### src/rtl/swrl_pkg.sv
package swrl_pkg;

   // Capacity of the window (number of stored samples).
   localparam int WIN_CAP = 256;
   // Bits needed to hold a window length from 0 up to WIN_CAP.
   localparam int LEN_W   = $clog2(WIN_CAP + 1);
   // Width of the length fields on the result channel.
   localparam int OUT_W   = 9;
   localparam int DATA_W  = 32;

   // Control fanned out from the sequencer to every cell in the row.
   typedef struct packed {
      logic                     load;    // shift in a new sample
      logic                     update;  // recompute the in-window bits
      logic signed [DATA_W-1:0] sample;
      logic        [DATA_W-1:0] limit;
   } swrl_ctl_type;

endpackage

### src/rtl/swrl_len_enc.sv
// Thermometer (in-window bits) to window length.
module swrl_len_enc
   import swrl_pkg::*;
(
   input  logic [WIN_CAP-1:0] win,
   output logic [LEN_W-1:0]   len
);

   logic [WIN_CAP-1:0] edge_bits;

   always_comb begin
      edge_bits = win & ~{1'b0, win[WIN_CAP-1:1]};
      len = '0;
      for (int m = 0; m < WIN_CAP; m++) begin
         len = len | ({LEN_W{edge_bits[m]}} & LEN_W'(m + 1));
      end
   end

endmodule

### config.mk
export PLATFORM = sky130hd
export DESIGN_NAME = swrl_len_enc
export DESIGN_NICKNAME = d
export VERILOG_FILES = /design/src/rtl/swrl_pkg.sv /design/src/rtl/swrl_len_enc.sv
export SDC_FILE = /design/constraint.sdc
export NUM_CORES = 1
export LEC_CHECK = 0
export ABC_AREA = 0
export BUFFER_PORTS_ARGS = -buffer_cell sky130_fd_sc_hd__buf_2
export CAP_MARGIN = 30
export CORE_AREA = 2 2 104 106
export DETAILED_ROUTE_END_ITERATION = 16
export DIE_AREA = 0 0 106 108
export PLACE_DENSITY = 0.62
export SYNTH_ARGS = -nofsm -noshare
export SYNTH_HDL_FRONTEND = slang
export SYNTH_SLANG_ARGS = --single-unit
### constraint.sdc
create_clock -name vclk -period 3.5
set_input_delay 1.05 -clock vclk [all_inputs]
set_output_delay 1.05 -clock vclk [all_outputs]
set_load 0.05 [all_outputs]
==> out/metrics.yaml <==
final_cell_mix: "buf_2, buf_4, nor2b_1"
fin_cells: 1113
cp_top_family: "simple AND/OR/NAND/NOR gates"
detail_route.vias_per_cell: 5.50
core_sq_um: 10200
seq_area_sq_um: 0
fin_hold_ws_ns: 2.53
initial_utilization_pct: 29.3
setup_violations: 8
min_from: "win[255]"
syn_area_per_cell_sq_um: 5.96
syn_nets: 760
required_ns: 2.45
track_usage_pct: 36.4
power_density_nw_per_um2: 125
total_leakage_power_nw: 3.48
outcome: "finished with violations"
clockBufferCount: 0
vdd_ir_drop_max_uv: 72.3
grt_pass1_wl_microns: 32200
firstDrtPassIters: 5
path_common_cell: "nand4_1"
crit_fanout: 2
n_antenna_cell: 0
crit_arrival_ns: 2.72
syn_area_sq_um: 3000
wl_per_cell_microns: 20.3
violations: "setup timing"
finalCriticalPeriod_ns: 3.77
numPortBuffers: 265
grt_max_degree: 5
die_h_microns: 108
wl_microns: 22600
cpPeakStageDelay_ns: 0.37
synth_cell_types: 29
antenna_found_initial: 0
path_buf_inv: 2
worst_slew_pin_slew_ns: 0.545
n_fill_cell: 892
dp_hpwl_microns: 19500
nFlopsAndLatches: 0
layout_commonest_cell: "buf_2"
globalplace.congestion: 1.06
drive_gt1_share_pct: 60.9
fmax_mhz: 266
hold_buffers: 0
fp.dieArea_sq_um: 11400
setup.worst_path.start_class: "input port"
power_mw: 0.901
placementRows: 37
rsz0062_at_grt: "yes"
num_io_pins: 265
hold_path_class: "in2out"
drv_cap: 0
syn_to_final_growth_pct: 141
yosys_warnings: 0
drt_iter0_drc: 470
pre_cts_ws_ns: -0.565
setup_ws_ns: -0.266
fin_crit_sh_pct: 108
multi_input_area_sq_um: 3740
antenna_left: 0
die_x_microns: 106
synthCells: 504
drv_slew: 0
gr-total-overflow: 0
crit_chain: "buf_2, nor2b_4, a2111oi_4, nand4_1, nor4_2, nand4_1, buf_6"
grt_pass1_vias: 6205
worstSetupPathType: "in2out"
critPathSlowestCell: "a2111oi_4"
startpoint: "win[148]"
vias: 6127
finalSetupTns_ns: -2.00
remaining_drc_errors: 0
synth-seq-area-share_pct: 0
end_kind: "output pin"
hold_viol_final: 0
nets: 1235
place_inst: 1101
relSlewSlack_pct: 63.6
-- synthesized netlist by cell type (2+ instances only) --
| library cell | n | area, sq um |
|---|---|---|
| a2111oi_1 | 6 | 60.1 |
| or2_2 | 5 | 31.3 |
| a221oi_1 | 8 | 70.1 |
| nand2b_1 | 2 | 12.5 |
| nand3_1 | 13 | 65.1 |
| nor3_1 | 10 | 50.1 |
| o21ai_0 | 3 | 15.0 |
| inv_2 | 2 | 7.51 |
| a2111oi_2 | 4 | 60.1 |
| a2111oi_0 | 35 | 307 |
| nor2_1 | 20 | 75.1 |
| nor2b_1 | 159 | 995 |
| nand2_1 | 20 | 75.1 |
| or2_1 | 4 | 25.0 |
| a21oi_1 | 37 | 185 |
| nand4_1 | 37 | 231 |
| o2111ai_1 | 5 | 43.8 |
| nor2b_4 | 3 | 41.3 |
| nor4_1 | 47 | 294 |
| inv_1 | 74 | 278 |
| o211ai_1 | 2 | 15.0 |
-- cell type report --
type / count / area share [%]
inverters: 76 / 3.95
multi-input cells: 427 / 51.7
well taps: 136 / 2.35
repair buffers: 474 / 42.0
-- where the power goes --
group	total, mW	internal [mW]	leakage (nW)	switching (mW)
Clock	0	0	0	0
Combinational	0.901	0.465	3.48	0.436
Sequential	0	0	0	0
Total	0.901	0.465	3.48	0.436
-- metal layers --
metal  up-vias  part of all wire, %  global-route usage [%]
met5         -                    0                       0
met4         0                  4.0                    13.3
met2       396                   49                    65.4
met3        67                  8.0                    5.67
li1       2811                    -                       -
met1      2853                   39                    44.0
-- metrics by stage --
| step | util [%] | cell area [sq um] |
|---|---|---|
| 2_1_floorplan | - | 3130 |
| 3_3_place_gp | 59.6 | 6100 |
| 3_5_place_dp | 59.6 | 6100 |
| 4_1_cts | 66.0 | 6750 |
| 5_1_grt | 70.7 | 7230 |
| 6_report | 70.7 | 7230 |
-- cell families after synthesis --
group                  share of synthesized area, %
AND/OR/NAND/NOR                                63.9
AO/OA/AOI/OAI                                  26.3
buffers and inverters                          9.75
-- what timing repair did --
item | in CTS | in global routing
pin swaps | 46 | 34
endpoints found under the setup margin | 8 | 8
resized for setup | 117 | 80
setup buffers | 10 | 3
-- path summary, 6_finish.rpt --
path	to	slack, ns	cells after the start
hold / removal	len[8]	2.53	3
setup / recovery	len[4]	-0.27	7
Note: power is estimated with default switching activity, not from simulation.
