===== config.mk =====
export PLATFORM = sky130hd
export DESIGN_NAME = swrl_cell
export DESIGN_NICKNAME = d
export VERILOG_FILES = /design/src/rtl/swrl_pkg.sv /design/src/rtl/swrl_cell.sv
export SDC_FILE = /design/constraint.sdc
export NUM_CORES = 1
export LEC_CHECK = 0
export BUFFER_PORTS_ARGS = -buffer_cell sky130_fd_sc_hd__buf_4
export CORE_ASPECT_RATIO = 2
export CORE_MARGIN = 3
export CORE_UTILIZATION = 50
export CTS_BUF_LIST = sky130_fd_sc_hd__clkbuf_8
export CTS_CLUSTER_DIAMETER = 50
export DETAILED_ROUTE_END_ITERATION = 12
export MAX_ROUTING_LAYER = met4
export PLACE_DENSITY = 0.79
export RECOVER_POWER = 100
export SLEW_MARGIN = 5
export SYNTH_ARGS = -nofsm -noshare
export SYNTH_HDL_FRONTEND = slang
export SYNTH_SLANG_ARGS = --single-unit

===== constraint.sdc =====
create_clock -name clock -period 3.6 [get_ports clock]
set_clock_uncertainty 0.1 [all_clocks]
set_input_delay 0 -clock clock [delete_from_list [all_inputs] [get_ports clock]]
set_output_delay 0 -clock clock [all_outputs]
set_load 0.01 [all_outputs]

===== src/rtl/swrl_pkg.sv =====
package swrl_pkg;

   // Capacity of the window (number of stored samples).
   localparam int WIN_CAP = 256;
   // Bits needed to hold a window length from 0 up to WIN_CAP.
   localparam int LEN_W   = $clog2(WIN_CAP + 1);
   // Width of the length fields on the result channel.
   localparam int OUT_W   = 9;
   localparam int DATA_W  = 32;

   // Control fanned out from the sequencer to every cell in the row.
   typedef struct packed {
      logic                     load;    // shift in a new sample
      logic                     update;  // recompute the in-window bits
      logic signed [DATA_W-1:0] sample;
      logic        [DATA_W-1:0] limit;
   } swrl_ctl_type;

endpackage


===== src/rtl/swrl_cell.sv =====
// One window position. Holds the running max/min of the new sample and all
// newer positions, plus a bit saying whether this position is in the window.
module swrl_cell
   import swrl_pkg::*;
(
   input  logic                     clock,
   input  logic                     reset,
   input  swrl_ctl_type             ctl,
   input  logic signed [DATA_W-1:0] nb_pmax,
   input  logic signed [DATA_W-1:0] nb_pmin,
   input  logic                     nb_win,
   output logic signed [DATA_W-1:0] pmax,
   output logic signed [DATA_W-1:0] pmin,
   output logic                     win
);

   logic signed [DATA_W-1:0] pmax_ff, pmax_in;
   logic signed [DATA_W-1:0] pmin_ff, pmin_in;
   logic                     win_ff, win_in;
   logic        [DATA_W:0]   spread;

   always_comb begin
      pmax_in = (ctl.sample > nb_pmax) ? ctl.sample : nb_pmax;
      pmin_in = (ctl.sample < nb_pmin) ? ctl.sample : nb_pmin;
      // exact 33-bit range, never negative
      spread  = {pmax_ff[DATA_W-1], pmax_ff} - {pmin_ff[DATA_W-1], pmin_ff};
      win_in  = nb_win && (spread <= {1'b0, ctl.limit});
   end

   always_ff @(posedge clock) begin
      if (ctl.load) begin
         pmax_ff <= pmax_in;
         pmin_ff <= pmin_in;
      end
   end

   always_ff @(posedge clock) begin
      if (reset) begin
         win_ff <= 1'b0;
      end else if (ctl.update) begin
         win_ff <= win_in;
      end
   end

   assign pmax = pmax_ff;
   assign pmin = pmin_ff;
   assign win  = win_ff;

endmodule


==> impl_metrics.toml <==
[critical_path]
crit_required_ns = 3.74
reg2reg_slack_ns = -0.63
critPathLaunchType = "register"
rr_startpoint = "pmax[2]"
critPathMaxFanout = 3
r2r_end = "win"
end_kind = "register"
path_class = "reg2reg"
arrival_ns = 4.37
reg2regPathDepth = 17

[timing]
report.final.slew_viol_count = 65
fin_ws_ns = -0.6295
slew_headroom = -1.284
timing.fmax_mhz = 236.4
hold_violations = 0
rsz0062_at_grt = "true"
fin_crit_ns = 4.229
fin_crit_sh = 1.175
worstMarginPinSlew_ns = 3.426
fin_hold_ws_ns = 0.02537
setup_viol = 1

[synthesis]
avgSynthCellArea_um2 = 8.796
yosys_register_bits = 65
synth_edf_count = 64
ys_types = 59
postSynth.asyncResetShare = 0
yosys_warnings = 0
synth_flop_cell = "edfxtp_1"
netlist_instances = 854
synth_fp_nets = 1115
netlist_area_mm2 = 0.007512
ys_seq_area_frac = 0.2585

[placed_design]
finalWeightedCongestion = 1.003
hpwlAfterDp_mm = 19.93
port_buffers = 197
post_dp_cell_area_mm2 = 0.009752

[global_route]
grt_pass1_wl_mm = 41.35
grt_usage = 0.3276
antenna_found_initial = 2
first_global_vias = 8340
overflow = 0
grt_max_degree = 65

[die]
initial_utilization = 0.5179
chipHeight_um = 179.3
dieArea_mm2 = 0.01662
core_area_mm2 = 0.01451
die_width_um = 92.67
fp-row-count = 62
io_pins = 198

[power]
total_power_mw = 4.315
p_leak_nw = 5.349
p_per_area_mw_per_mm2 = 400.9
peakVddDrop_v = 0.0002813

[min_path]
hold_end = "pmin[0]"
whs_path_depth = 3
min_from = "nb_pmin[0]"
hp-class = "in2reg"

[routing]
drt_iter0_markers = 559
vias_per_cell = 5.820
ant_nets = 0
drtPass1Iterations = 6
vias = 8130
wire_per_inst_um = 19.18
drc = 0
wl_mm = 26.79

[cts]
cts_inserted_buffers = 9
clkLatencyLatePin_ns = 0.35
clkTransAtPathRegs_ns = 0.08
htreeDepth = 3
cts-root-buf = "clkbuf_8"
cts_tree = "done"
clock_path_buffers = 2
cts_sinks = 65

[layout]
syn_to_final_growth_pct = 43.27
final_design_area_no_fill_mm2 = 0.01076
nNetsFinal = 1459
postLayoutCoreUtil = 0.7419
drive_gt1_frac = 0.2544

[run]
cap_violations = 1

[run_status]
violations = "max-capacitance violations, max-slew violations, negative setup slack"
outcome = "finished, violations left"
[timing repair]
action                                  4_1_cts  5_1_grt
setup buffers                                 0        5
hold endpoints to repair                     64        0
resized for setup                             1       22
endpoints found under the setup margin        1        8
hold buffers                                 77        0
pin swaps                                     0       19
[metrics by stage]
| stage | instances | TNS, ns | setup slack, ns |
|---|---|---|---|
| final | 1397 | -0.6295 | -0.6295 |
| after global routing | 1397 | -0.8657 | -0.8657 |
| after detailed placement | 1297 | -0.5995 | -0.5995 |
| after floorplan | 854 | -0.2411 | -0.2411 |
| after global placement | 1297 | -0.4732 | -0.4732 |
| after CTS | 1390 | -0.6604 | -0.5665 |
[where the power goes]
group | switching (mW) | internal (mW) | leakage (nW)
Sequential | 0.0843 | 0.974 | 0.634
Combinational | 1.28 | 1.24 | 4.60
Clock | 0.288 | 0.454 | 0.120
[state kept, by name (all words and copies together) (netlist names)]
register,cells
win,1
pmin,32
pmax,32
[cells in the mapped netlist (all sizes together), types with 3 or more instances]
cell	number	area share
clkbuf	29	0.014
nor2	32	0.016
mux2	32	0.048
o211ai	3	0.0037
nand2b	8	0.0067
o21a	7	0.0070
o21ai	26	0.017
a21oi	47	0.031
nor2b	37	0.031
o31a	3	0.0035
nor3	7	0.0047
a31oi	4	0.0033
nand3	11	0.0073
inv	137	0.068
o21bai	4	0.0040
nand4	21	0.017
buf	8	0.0078
nand2	61	0.030
edfxtp	64	0.26
xnor2	20	0.023
or2	4	0.0033
a211oi	7	0.0087
o311ai	32	0.037
o2111ai	34	0.040
ha	127	0.21
a21o	53	0.053
xor2	6	0.0070
[kinds of logic (layout without fill, tap and decap cells)]
kind of cell / Yosys count / count (layout) / share of synthesized area
AOI/OAI and AO/OA: 237 / 237 / 0.2307
DFF: 65 / 65 / 0.2585
xor gates and xnor gates: 26 / 26 / 0.03031
and+or+nand+nor: 192 / 192 / 0.1276
buffers and inverters: 174 / 523 / 0.09077
muxes: 32 / 32 / 0.04797
adders and majority gates: 128 / 128 / 0.2142
other: 0 / 2 / 0
[per-layer routing]
metal | part of all wire | vias up | routed length, um | track usage
met2 | 0.53 | 441 | 14080 | 0.5965
met1 | 0.35 | 3751 | 9308 | 0.3256
met4 | 0.075 | 0 | 2020 | 0.2275
met3 | 0.052 | 122 | 1387 | 0.02842
met5 | 0 | - | 0 | -
li1 | - | 3816 | - | -
[placed cells by master, fill, tap and decap left out, types with 30 or more instances in the layout]
cell type,synthesis,layout
nand2_1,61,61
nor2_1,32,32
inv_1,137,136
o311ai_0,30,30
a21o_1,53,53
clkbuf_1,29,38
dlygate4sd3_1,0,77
nor2b_1,37,36
a21oi_1,47,43
edfxtp_1,64,64
o2111ai_1,34,34
ha_1,127,126
buf_4,0,229
[worst max-delay path, cell delays in order (launching register included)]
cell and delay, ns:
edfxtp_1 0.41, ha_1 0.34, nor2b_2 0.17, o31a_1 0.35, o41ai_4 0.37, o211ai_1 0.25
or2_1 0.30, buf_4 0.15, a31oi_4 0.15, xnor2_2 0.09, ha_1 0.31, nand4_1 0.15
nor3_2 0.22, nand2_1 0.11, o21ai_2 0.16, a211oi_2 0.06, o31a_1 0.31, a2bb2oi_2 0.13
[worst max path at each step]
stage / start / endpoint
floorplan: pmax[2] / win
global placement: pmax[0] / win
detailed placement: pmax[0] / win
CTS: pmax[0] / win
global route: pmax[0] / win
finish: pmax[2] / win
[final cells by class]
| class | count | area [um2] |
|---|---|---|
| sequential | 65 | 1942 |
| fill | 1065 | 3744 |
| clock inverter | 7 | 108.9 |
| antenna | 2 | 5.005 |
| timing repair buffer | 370 | 2840 |
| clock buffer | 9 | 123.9 |
| tap | 192 | 240.2 |
| inverter | 137 | 514.2 |
| multi-input combinational | 615 | 4989 |
(Power assumes the default switching activity.)
